[config.mk]
export PLATFORM = sky130hd
export DESIGN_NAME = jpeg_coefficient_decode
export DESIGN_NICKNAME = d
export VERILOG_FILES = /design/src/hdl/jcd_pkg.sv /design/src/hdl/jcd_ram.sv /design/src/hdl/jcd_front.sv /design/src/hdl/jcd_fifo.sv /design/src/hdl/jcd_back.sv /design/src/hdl/jpeg_coefficient_decode.sv
export SDC_FILE = /design/constraint.sdc
export NUM_CORES = 2
export LEC_CHECK = 0
export BUFFER_PORTS_ARGS = -buffer_cell sky130_fd_sc_hd__buf_2
export CAP_MARGIN = 20
export CORE_ASPECT_RATIO = 1.25
export CORE_MARGIN = 2
export CORE_UTILIZATION = 67
export CTS_CLUSTER_DIAMETER = 60
export DETAILED_ROUTE_END_ITERATION = 10
export GPL_TIMING_DRIVEN = 1
export PLACE_DENSITY = 0.84
export SETUP_SLACK_MARGIN = 0.5
export SLEW_MARGIN = 20
export SYNTH_ARGS = -nofsm -noshare
export SYNTH_HDL_FRONTEND = slang
export SYNTH_SLANG_ARGS = --single-unit
[constraint.sdc]
create_clock -name clk -period 12.86 [get_ports clk]
set_input_delay 2.572 -clock clk [delete_from_list [all_inputs] [get_ports clk]]
set_output_delay 2.572 -clock clk [all_outputs]
set_load 0.01 [all_outputs]
[src/hdl/jcd_pkg.sv]
// Shared types, codes and tables of the JPEG coefficient decoder.
`timescale 1ns / 1ps

package jcd_pkg;

  localparam int NUM_COMPONENTS_DEF   = 4;
  localparam int NUM_QUANT_TABLES_DEF = 4;
  localparam int FIFO_DEPTH           = 4;
  localparam int NUM_CFG_REGS         = 4;

  localparam logic [6:0] BLOCK_CLOSED = 7'd64;
  localparam logic [6:0] LAST_ZZ      = 7'd63;
  localparam logic [7:0] SYM_EOB      = 8'h00;
  localparam logic [7:0] SYM_ZRL      = 8'hF0;
  localparam logic [7:0] DC_SIZE_MAX  = 8'd15;

  typedef enum logic [1:0] {
    OP_DC      = 2'd0,
    OP_AC      = 2'd1,
    OP_RESTART = 2'd2,
    OP_LOAD    = 2'd3
  } op_t;

  typedef enum logic [1:0] {
    STATUS_OK      = 2'd0,
    STATUS_DC_SIZE = 2'd1,
    STATUS_POS     = 2'd2
  } status_t;

  typedef struct packed {
    logic [5:0]         position;
    logic signed [15:0] value;
    logic [7:0]         quant;
    logic               use_quant;
    logic [1:0]         component;
    logic               block_end;
    status_t            status;
  } entry_t;

  localparam logic [5:0] NATURAL_OF_ZZ [64] = '{
     6'd0,  6'd1,  6'd8, 6'd16,  6'd9,  6'd2,  6'd3, 6'd10,
    6'd17, 6'd24, 6'd32, 6'd25, 6'd18, 6'd11,  6'd4,  6'd5,
    6'd12, 6'd19, 6'd26, 6'd33, 6'd40, 6'd48, 6'd41, 6'd34,
    6'd27, 6'd20, 6'd13,  6'd6,  6'd7, 6'd14, 6'd21, 6'd28,
    6'd35, 6'd42, 6'd49, 6'd56, 6'd57, 6'd50, 6'd43, 6'd36,
    6'd29, 6'd22, 6'd15, 6'd23, 6'd30, 6'd37, 6'd44, 6'd51,
    6'd58, 6'd59, 6'd52, 6'd45, 6'd38, 6'd31, 6'd39, 6'd46,
    6'd53, 6'd60, 6'd61, 6'd54, 6'd47, 6'd55, 6'd62, 6'd63
  };

endpackage

[src/hdl/jcd_ram.sv]
// Generic single-write, single-read RAM with registered read data.
`timescale 1ns / 1ps

module jcd_ram #(
  parameter int WIDTH = 8,
  parameter int DEPTH = 256
) (
  input  logic                     clk,
  input  logic                     wr_en,
  input  logic [$clog2(DEPTH)-1:0] wr_addr,
  input  logic [WIDTH-1:0]         wr_data,
  input  logic                     rd_en,
  input  logic [$clog2(DEPTH)-1:0] rd_addr,
  output logic [WIDTH-1:0]         rd_data
);

  logic [WIDTH-1:0] mem_r [DEPTH];
  logic [WIDTH-1:0] rd_data_r;

  always_ff @(posedge clk) begin
    if (wr_en) begin
      mem_r[wr_addr] <= wr_data;
    end
    if (rd_en) begin
      rd_data_r <= mem_r[rd_addr];
    end
  end

  assign rd_data = rd_data_r;

endmodule

[src/hdl/jcd_front.sv]
// Front end: accepts symbols, tracks predictors and block index, loads and reads the quant table.
`timescale 1ns / 1ps

module jcd_front #(
  parameter int NUM_COMPONENTS   = jcd_pkg::NUM_COMPONENTS_DEF,
  parameter int NUM_QUANT_TABLES = jcd_pkg::NUM_QUANT_TABLES_DEF
) (
  input  logic            clk,
  input  logic            rst_n,
  input  logic            cfg_we,
  input  logic [1:0]      cfg_index,
  input  logic [1:0]      cfg_data,
  input  logic            in_tvalid,
  output logic            in_tready,
  input  logic [47:0]     in_tdata,
  input  logic [1:0]      in_tuser,
  output logic            push,
  output jcd_pkg::entry_t push_data,
  input  logic            fifo_full
);

  localparam int QDEPTH = NUM_QUANT_TABLES * 64;
  localparam int QAW    = $clog2(QDEPTH);

  jcd_pkg::op_t op;
  logic [1:0]   comp;
  logic [7:0]   sym;
  logic [14:0]  extra;
  logic [1:0]   load_table;
  logic [5:0]   load_pos;
  logic [7:0]   load_value;

  logic [1:0]         quant_sel_r [jcd_pkg::NUM_CFG_REGS];
  logic [6:0]         ci_r, ci_nxt;
  logic signed [15:0] pred_r [NUM_COMPONENTS];
  logic signed [15:0] pred_nxt [NUM_COMPONENTS];

  logic               f1_valid_r, f1_valid_nxt;
  logic [5:0]         f1_pos_r;
  logic signed [15:0] f1_val_r;
  logic               f1_useq_r;
  logic [1:0]         f1_comp_r;
  logic               f1_end_r;
  jcd_pkg::status_t   f1_status_r;

  logic               accept;
  logic               comp_ok;
  logic [1:0]         tsel;
  logic signed [15:0] pred_cur;
  logic signed [15:0] ext_val;
  logic signed [15:0] pred_sum;
  logic [6:0]         k_eob, k_zrl, k_run;
  logic               emit;
  logic [5:0]         e_pos;
  logic signed [15:0] e_val;
  logic               e_useq;
  logic               e_end;
  jcd_pkg::status_t   e_status;
  logic               rd_en;
  logic [5:0]         rd_zz;
  logic               wr_en;
  logic [7:0]         q_data;

  function automatic logic signed [15:0] extend_bits(input logic [14:0] raw,
                                                     input logic [3:0] size);
    logic [16:0] span;
    logic [16:0] v;
    logic [16:0] r;
    span = 17'd1 << size;
    v    = {2'b00, raw} & (span - 17'd1);
    if (size == 4'd0) begin
      r = 17'd0;
    end else if (v < (span >> 1)) begin
      r = v - span + 17'd1;
    end else begin
      r = v;
    end
    return r[15:0];
  endfunction

  assign op         = jcd_pkg::op_t'(in_tuser);
  assign comp       = in_tdata[1:0];
  assign sym        = in_tdata[9:2];
  assign extra      = in_tdata[24:10];
  assign load_table = in_tdata[26:25];
  assign load_pos   = in_tdata[32:27];
  assign load_value = in_tdata[40:33];

  assign in_tready = !f1_valid_r || !fifo_full;
  assign accept    = in_tvalid && in_tready;
  assign push      = f1_valid_r && !fifo_full;
  assign comp_ok   = (32'(comp) < NUM_COMPONENTS);

  always_comb begin
    tsel = quant_sel_r[comp];
    if (32'(tsel) >= NUM_QUANT_TABLES) begin
      tsel = 2'(NUM_QUANT_TABLES - 1);
    end
  end

  always_comb begin
    pred_cur = '0;
    for (int i = 0; i < NUM_COMPONENTS; i++) begin
      if (32'(comp) == i) begin
        pred_cur = pred_r[i];
      end
    end
  end

  assign ext_val  = extend_bits(extra, sym[3:0]);
  assign pred_sum = pred_cur + ext_val;
  assign k_eob    = ci_r + 7'd1;
  assign k_zrl    = ci_r + 7'd16;
  assign k_run    = ci_r + 7'd1 + {3'b000, sym[7:4]};

  always_comb begin
    ci_nxt   = ci_r;
    pred_nxt = pred_r;
    emit     = 1'b0;
    e_pos    = '0;
    e_val    = '0;
    e_useq   = 1'b0;
    e_end    = 1'b0;
    e_status = jcd_pkg::STATUS_OK;
    rd_en    = 1'b0;
    rd_zz    = '0;
    wr_en    = 1'b0;
    if (accept) begin
      case (op)
        jcd_pkg::OP_RESTART: begin
          ci_nxt = '0;
          for (int i = 0; i < NUM_COMPONENTS; i++) begin
            pred_nxt[i] = '0;
          end
        end
        jcd_pkg::OP_LOAD: begin
          wr_en = (32'(load_table) < NUM_QUANT_TABLES);
        end
        jcd_pkg::OP_DC: begin
          if (comp_ok) begin
            emit = 1'b1;
            if (sym > jcd_pkg::DC_SIZE_MAX) begin
              ci_nxt   = jcd_pkg::BLOCK_CLOSED;
              e_end    = 1'b1;
              e_status = jcd_pkg::STATUS_DC_SIZE;
            end else begin
              ci_nxt = '0;
              for (int i = 0; i < NUM_COMPONENTS; i++) begin
                if (32'(comp) == i) begin
                  pred_nxt[i] = pred_sum;
                end
              end
              e_val  = pred_sum;
              e_useq = 1'b1;
              rd_en  = 1'b1;
            end
          end
        end
        default: begin
          if (comp_ok) begin
            if (ci_r >= jcd_pkg::LAST_ZZ) begin
              emit     = 1'b1;
              ci_nxt   = jcd_pkg::BLOCK_CLOSED;
              e_end    = 1'b1;
              e_status = jcd_pkg::STATUS_POS;
            end else if (sym == jcd_pkg::SYM_EOB) begin
              emit   = 1'b1;
              ci_nxt = jcd_pkg::BLOCK_CLOSED;
              e_pos  = jcd_pkg::NATURAL_OF_ZZ[k_eob[5:0]];
              e_end  = 1'b1;
            end else if (sym == jcd_pkg::SYM_ZRL) begin
              if (k_zrl < jcd_pkg::LAST_ZZ) begin
                ci_nxt = k_zrl;
              end else begin
                emit   = 1'b1;
                ci_nxt = jcd_pkg::BLOCK_CLOSED;
                e_end  = 1'b1;
                if (k_zrl == jcd_pkg::LAST_ZZ) begin
                  e_pos = jcd_pkg::NATURAL_OF_ZZ[k_zrl[5:0]];
                end else begin
                  e_status = jcd_pkg::STATUS_POS;
                end
              end
            end else if (k_run > jcd_pkg::LAST_ZZ) begin
              emit     = 1'b1;
              ci_nxt   = jcd_pkg::BLOCK_CLOSED;
              e_end    = 1'b1;
              e_status = jcd_pkg::STATUS_POS;
            end else begin
              emit   = 1'b1;
              e_pos  = jcd_pkg::NATURAL_OF_ZZ[k_run[5:0]];
              e_val  = ext_val;
              e_useq = 1'b1;
              rd_en  = 1'b1;
              rd_zz  = k_run[5:0];
              if (k_run == jcd_pkg::LAST_ZZ) begin
                ci_nxt = jcd_pkg::BLOCK_CLOSED;
                e_end  = 1'b1;
              end else begin
                ci_nxt = k_run;
              end
            end
          end
        end
      endcase
    end
  end

  always_comb begin
    f1_valid_nxt = f1_valid_r;
    if (accept) begin
      f1_valid_nxt = emit;
    end else if (push) begin
      f1_valid_nxt = 1'b0;
    end
  end

  always_ff @(posedge clk) begin
    if (!rst_n) begin
      ci_r       <= '0;
      f1_valid_r <= 1'b0;
      for (int i = 0; i < jcd_pkg::NUM_CFG_REGS; i++) begin
        quant_sel_r[i] <= '0;
      end
      for (int i = 0; i < NUM_COMPONENTS; i++) begin
        pred_r[i] <= '0;
      end
    end else begin
      ci_r       <= ci_nxt;
      f1_valid_r <= f1_valid_nxt;
      pred_r     <= pred_nxt;
      if (cfg_we) begin
        quant_sel_r[cfg_index] <= cfg_data;
      end
    end
  end

  always_ff @(posedge clk) begin
    if (accept && emit) begin
      f1_pos_r    <= e_pos;
      f1_val_r    <= e_val;
      f1_useq_r   <= e_useq;
      f1_comp_r   <= comp;
      f1_end_r    <= e_end;
      f1_status_r <= e_status;
    end
  end

  jcd_ram #(
    .WIDTH (8),
    .DEPTH (QDEPTH)
  ) u_quant_ram (
    .clk     (clk),
    .wr_en   (wr_en),
    .wr_addr (QAW'({load_table, load_pos})),
    .wr_data (load_value),
    .rd_en   (rd_en),
    .rd_addr (QAW'({tsel, rd_zz})),
    .rd_data (q_data)
  );

  always_comb begin
    push_data.position  = f1_pos_r;
    push_data.value     = f1_val_r;
    push_data.quant     = q_data;
    push_data.use_quant = f1_useq_r;
    push_data.component = f1_comp_r;
    push_data.block_end = f1_end_r;
    push_data.status    = f1_status_r;
  end

endmodule

[src/hdl/jcd_fifo.sv]
// Short request queue between the front end and the multiply back end.
`timescale 1ns / 1ps

module jcd_fifo (
  input  logic            clk,
  input  logic            rst_n,
  input  logic            push,
  input  jcd_pkg::entry_t push_data,
  output logic            full,
  input  logic            pop,
  output logic            valid,
  output jcd_pkg::entry_t pop_data
);

  localparam int PTR_W = $clog2(jcd_pkg::FIFO_DEPTH);
  localparam int CNT_W = $clog2(jcd_pkg::FIFO_DEPTH + 1);

  jcd_pkg::entry_t  mem_r [jcd_pkg::FIFO_DEPTH];
  logic [PTR_W-1:0] wr_ptr_r, wr_ptr_nxt;
  logic [PTR_W-1:0] rd_ptr_r, rd_ptr_nxt;
  logic [CNT_W-1:0] count_r, count_nxt;

  assign full     = (count_r == CNT_W'(jcd_pkg::FIFO_DEPTH));
  assign valid    = (count_r != '0);
  assign pop_data = mem_r[rd_ptr_r];

  always_comb begin
    wr_ptr_nxt = wr_ptr_r;
    rd_ptr_nxt = rd_ptr_r;
    count_nxt  = count_r;
    if (push) begin
      wr_ptr_nxt = (32'(wr_ptr_r) == jcd_pkg::FIFO_DEPTH - 1) ? '0 : wr_ptr_r + PTR_W'(1);
    end
    if (pop) begin
      rd_ptr_nxt = (32'(rd_ptr_r) == jcd_pkg::FIFO_DEPTH - 1) ? '0 : rd_ptr_r + PTR_W'(1);
    end
    if (push && !pop) begin
      count_nxt = count_r + CNT_W'(1);
    end else if (pop && !push) begin
      count_nxt = count_r - CNT_W'(1);
    end
  end

  always_ff @(posedge clk) begin
    if (!rst_n) begin
      wr_ptr_r <= '0;
      rd_ptr_r <= '0;
      count_r  <= '0;
    end else begin
      wr_ptr_r <= wr_ptr_nxt;
      rd_ptr_r <= rd_ptr_nxt;
      count_r  <= count_nxt;
    end
  end

  always_ff @(posedge clk) begin
    if (push) begin
      mem_r[wr_ptr_r] <= push_data;
    end
  end

endmodule

[src/hdl/jcd_back.sv]
// Back end: dequantizing multiply and the output register of the result stream.
`timescale 1ns / 1ps

module jcd_back (
  input  logic            clk,
  input  logic            rst_n,
  input  logic            entry_valid,
  input  jcd_pkg::entry_t entry,
  output logic            pop,
  output logic            out_tvalid,
  input  logic            out_tready,
  output logic [31:0]     out_tdata,
  output logic            out_tlast,
  output logic [1:0]      out_tuser
);

  logic               out_valid_r, out_valid_nxt;
  logic [5:0]         pos_r;
  logic signed [23:0] coef_r;
  logic [1:0]         comp_r;
  logic               end_r;
  logic [1:0]         status_r;
  logic signed [23:0] product;
  logic signed [23:0] coef;

  assign pop     = entry_valid && (!out_valid_r || out_tready);
  assign product = 24'(entry.value) * 24'($signed({1'b0, entry.quant}));
  assign coef    = entry.use_quant ? product : '0;

  always_comb begin
    out_valid_nxt = out_valid_r;
    if (pop) begin
      out_valid_nxt = 1'b1;
    end else if (out_tready) begin
      out_valid_nxt = 1'b0;
    end
  end

  always_ff @(posedge clk) begin
    if (!rst_n) begin
      out_valid_r <= 1'b0;
    end else begin
      out_valid_r <= out_valid_nxt;
    end
  end

  always_ff @(posedge clk) begin
    if (pop) begin
      pos_r    <= entry.position;
      coef_r   <= coef;
      comp_r   <= entry.component;
      end_r    <= entry.block_end;
      status_r <= entry.status;
    end
  end

  assign out_tvalid = out_valid_r;
  assign out_tdata  = {comp_r, coef_r, pos_r};
  assign out_tlast  = end_r;
  assign out_tuser  = status_r;

endmodule

[src/hdl/jpeg_coefficient_decode.sv]
// Top level of the baseline JPEG coefficient decoder.
//
// Channel  Dir  Handshake            Content
// in_      in   tvalid/tready        tuser op, tdata symbol, extra bits, quant load
// out_     out  tvalid/tready        tdata position/coefficient/component, tlast, tuser status
// cfg_     in   cfg_we               quant table select of each component
//
// One request is accepted per cycle while the queue has room or the front stage is empty; a
// result reaches out_ through the quant RAM read stage, the queue and the output register, with
// the multiply in front of the output register.
// Synchronous active-low reset clears predictors, block index, selects and the queue;
// quant table contents are not cleared and need no clearing pass.
// A four-entry queue lets the front end keep accepting while the output is stalled.
`timescale 1ns / 1ps

module jpeg_coefficient_decode #(
  parameter int NUM_COMPONENTS   = jcd_pkg::NUM_COMPONENTS_DEF,
  parameter int NUM_QUANT_TABLES = jcd_pkg::NUM_QUANT_TABLES_DEF
) (
  input  logic        clk,
  input  logic        rst_n,
  input  logic        cfg_we,
  input  logic [1:0]  cfg_index,
  input  logic [1:0]  cfg_data,
  input  logic        in_tvalid,
  output logic        in_tready,
  // component, symbol, extra_bits, load_table, load_pos, load_value, zero fill
  input  logic [47:0] in_tdata,
  // op
  input  logic [1:0]  in_tuser,
  output logic        out_tvalid,
  input  logic        out_tready,
  // position, coefficient, out_component
  output logic [31:0] out_tdata,
  output logic        out_tlast,
  // status
  output logic [1:0]  out_tuser
);

  logic            push;
  jcd_pkg::entry_t push_data;
  logic            fifo_full;
  logic            pop;
  logic            fifo_valid;
  jcd_pkg::entry_t pop_data;

  jcd_front #(
    .NUM_COMPONENTS   (NUM_COMPONENTS),
    .NUM_QUANT_TABLES (NUM_QUANT_TABLES)
  ) u_front (
    .clk       (clk),
    .rst_n     (rst_n),
    .cfg_we    (cfg_we),
    .cfg_index (cfg_index),
    .cfg_data  (cfg_data),
    .in_tvalid (in_tvalid),
    .in_tready (in_tready),
    .in_tdata  (in_tdata),
    .in_tuser  (in_tuser),
    .push      (push),
    .push_data (push_data),
    .fifo_full (fifo_full)
  );

  jcd_fifo u_fifo (
    .clk       (clk),
    .rst_n     (rst_n),
    .push      (push),
    .push_data (push_data),
    .full      (fifo_full),
    .pop       (pop),
    .valid     (fifo_valid),
    .pop_data  (pop_data)
  );

  jcd_back u_back (
    .clk         (clk),
    .rst_n       (rst_n),
    .entry_valid (fifo_valid),
    .entry       (pop_data),
    .pop         (pop),
    .out_tvalid  (out_tvalid),
    .out_tready  (out_tready),
    .out_tdata   (out_tdata),
    .out_tlast   (out_tlast),
    .out_tuser   (out_tuser)
  );

endmodule
==> results.json <==
{
  "grt_pass1_vias": 64520,
  "synth_mux_area_share_pct": 3.058,
  "critPathMostFrequentCell": "a21oi_1",
  "synth_xor_area_share_pct": 0.5379,
  "core_um2": 149800,
  "worst_pin_slew_ns": 1.316,
  "ys.flop_type": "edfxtp_1",
  "clock-sinks": 2353,
  "hold_class": "flip-flop to flip-flop",
  "crit_fanout": 23,
  "power.share.clock_pct": 28.8,
  "dieWidth_um": 350.8,
  "wirelength_um": 256100,
  "drt_iter0_drc": 10160,
  "synth_area_um2": 100700,
  "wire_per_inst_um": 26.15,
  "synth_top_family_by_area": "simple AND/OR/NAND/NOR gates",
  "yosys-top-cells-area": "edfxtp_1 68%, nand2_1 6.3%, a21oi_1 2.9%, a32oi_1 2.3%, fa_1 2.1%",
  "regArea_um2": 69840,
  "crit_arrival_ns": 9.94,
  "postRouteAntennaNets": 0,
  "antenna_found_initial": 6,
  "clkSlewWorstSetupHoldPaths_ns": 0.07,
  "grt_max_degree": 166,
  "hold_viol": 0,
  "layout-drive-gt1-share_pct": 7.611,
  "synth_fp_nets": 7994,
  "port-buffer-count": 88,
  "status": "completed",
  "syn_to_final_growth_pct": 8.608,
  "place.gp.congestion": 0.9086,
  "worst-setup-path-type": "input pin to flip-flop",
  "seqPwrFrac_pct": 41.0,
  "fp-row-count": 159,
  "die_area_um2": 153500,
  "setup_tns_ns": 0,
  "cpMaxStageDelayCell": "ha_1",
  "slowest_delay_ns": 0.65,
  "rsz0062_at_grt": "no",
  "max_cap_viol_count": 0,
  "post-dp-hpwl_um": 145700,
  "fmax_mhz": 107.3,
  "synth-adder-area-share_pct": 3.781,
  "via_count": 66030,
  "synth_area_leader_cell": "edfxtp_1",
  "skew_ns": 0.05360,
  "clockRootBuffer": "clkbuf_16",
  "p_sw_share_pct": 30.64,
  "slew-limit-headroom_pct": 11.46,
  "setup_viol": 0,
  "p_leak_nw": 38.12,
  "synth_edf_count": 2271,
  "initial_core_util_pct": 67.24,
  "grt_overflow": 0,
  "yosys_warnings": 0,
  "ys_seq_elements": 2353,
  "fillers": 8540,
  "maxSlewViolCount": 0,
  "crit_required_ns": 13.48,
  "clock_path_buffers": 3,
  "yosysUniqueCellTypes": 78,
  "ir_worst_vdd_mv": 0.3822,
  "die_h_um": 437.5,
  "syn_inst": 7693,
  "avgSynthCellArea_um2": 13.09,
  "cts_tree": "yes",
  "path_buf_inv": 5,
  "startpoint_type": "input pin",
  "ios": 96,
  "cts_setup_buffers": 0,
  "clock_latency_ns": 0.87,
  "p_sw_mw": 6.526,
  "p_int_mw": 14.77,
  "final_util_pct": 73.03,
  "layout_min_cycle_time_ns": 9.318,
  "htreeDepth": 4,
  "post-route-period-util_pct": 72.46,
  "ys_seq_area_share_pct": 69.33,
  "cp_top_family": "compound AO/OA/AOI/OAI gates",
  "combPwrFrac_pct": 30.2,
  "post-synth-top-count-cell": "edfxtp_1",
  "numCtsBuffers": 205,
  "p_per_area_nw_per_um2": 194.7,
  "ys_async_sr_fraction_pct": 0,
  "grt_pass1_wl_um": 381600,
  "cts_hold_buf": 0,
  "post_cts_resized": 0,
  "synth_simple_gate_area_share_pct": 11.32,
  "track_usage_pct": 33.11,
  "multi_input_area_um2": 28180,
  "vias_per_cell": 6.741,
  "synth_top_area_share_pct": 67.70,
  "first_pass_iters": 10,
  "num-nets-final": 7907,
  "drc": 0,
  "synth_compound_area_share_pct": 9.123,
  "cp-end-kind": "flip-flop",
  "synth_commonest_cells": "2,271 x edfxtp_1, 1,684 x nand2_1, 592 x a21oi_1"
}
==> final timing paths <==
| path | endpoint | slack (ns) | cells after the start | from |
|---|---|---|---|---|
| setup / recovery | u_front.f1_val_r[14]$_SDFFCE_PN0P_ | 3.54 | 34 | in_tdata[3] |
| hold / removal | u_front.pred_r[34]$_SDFFE_PN0P_ | 0.47 | 2 | u_front.pred_r[34]$_SDFFE_PN0P_ |
| setup reg to reg | u_front.u_quant_ram.rd_data[0]$_DFFE_PP_ | 4.07 | 19 | u_front.ci_r[1]$_SDFFE_PN0P_ |
| hold reg to reg | u_front.pred_r[34]$_SDFFE_PN0P_ | 0.47 | 2 | u_front.pred_r[34]$_SDFFE_PN0P_ |
==> sequential cells by signal, summed over array words and instances (netlist names), 2 cells and up, named ones only <==
| register | cells |
|---|---|
| u_front.u_quant_ram.mem_r | 2048 |
| u_fifo.mem_r | 144 |
| u_front.pred_r | 64 |
| u_back.coef_r | 24 |
| u_front.f1_val_r | 16 |
| u_front.quant_sel_r | 8 |
| u_front.u_quant_ram.rd_data | 8 |
| u_front.ci_r | 7 |
| u_back.pos_r | 6 |
| u_front.f1_pos_r | 6 |
| u_fifo.count_r | 3 |
| u_back.comp_r | 2 |
| u_back.out_tuser | 2 |
| u_fifo.rd_ptr_r | 2 |
| u_fifo.wr_ptr_r | 2 |
| u_front.f1_comp_r | 2 |
| u_front.f1_status_r | 2 |
==> worst min-delay path: cells and delay by family (launching register included) <==
kind	cells	cell delay, ns
and+or+nand+nor	1	0.04
AOI/OAI and AO/OA	1	0.07
DFF	1	0.31
==> cell families after synthesis <==
logic type | count (synthesis)
xor gates and xnor gates | 61
DFF | 2353
adders and majority gates | 242
and+or+nand+nor | 2721
buffers and inverters | 664
muxes | 238
AOI/OAI and AO/OA | 1414
==> metrics by stage <==
| stage | hold slack [ns] | worst slack, ns | total power, mW | cell area [um^2] | std cells |
|---|---|---|---|---|---|
| floorplan | 0.4402 | 3.825 | 13.91 | 100700 | 7693 |
| global placement | 0.4480 | 2.984 | 15.06 | 102600 | 9404 |
| detailed placement | 0.4573 | 2.869 | 15.31 | 102600 | 9404 |
| CTS | 0.4660 | 3.697 | 21.31 | 109200 | 9783 |
| global route | 0.4855 | 3.039 | 22.50 | 109400 | 9792 |
| finish | 0.4658 | 3.542 | 21.30 | 109400 | 9796 |
==> area by class of cell <==
cell class / count / area share (%)
Multi-Input combinational cell: 4676 / 25.76
Clock inverter: 124 / 1.099
Inverter: 183 / 0.6279
Antenna cell: 6 / 0.01372
Sequential cell: 2353 / 63.84
Timing Repair Buffer: 187 / 1.410
Clock buffer: 255 / 4.948
Tap cell: 2012 / 2.301
==> power by group through the flow <==
stage | combinational (mW) | sequential, mW | clock (mW)
floorplan | 4.98 | 8.93 | 0
global placement | 6.16 | 8.90 | 0
global route | 7.36 | 8.74 | 6.39
detailed placement | 6.41 | 8.90 | 0
finish | 6.44 | 8.73 | 6.13
CTS | 6.47 | 8.73 | 6.10
==> routing by layer <==
layer	up-vias	global-route usage (%)	share of wire, %
li1	28250	-	-
met3	875	6.574	12
met4	6	18.66	6.2
met1	32060	42.35	34
met2	4839	53.44	48
met5	-	0	0.014
==> placed cells by master, fill, tap and decap left out, drive strengths merged, types with 12 or more instances in the layout <==
cell type / count
a31oi: 149
a22oi: 148
dfxtp: 82
nand2: 1685
buf: 177
nor3: 37
a21boi: 61
and2: 122
nor2b: 27
nor4: 66
ha: 138
mux2: 18
bufinv: 19
a211oi: 25
a21oi: 592
nor2: 407
mux2i: 166
and3: 17
xnor2: 48
mux4: 54
edfxtp: 2271
xor2: 13
o211ai: 12
a32oi: 259
clkbuf: 265
inv: 190
clkinv: 89
o21ai: 76
o21a: 12
nand3: 315
fa: 104
Note: power is estimated with default switching activity, not from simulation.
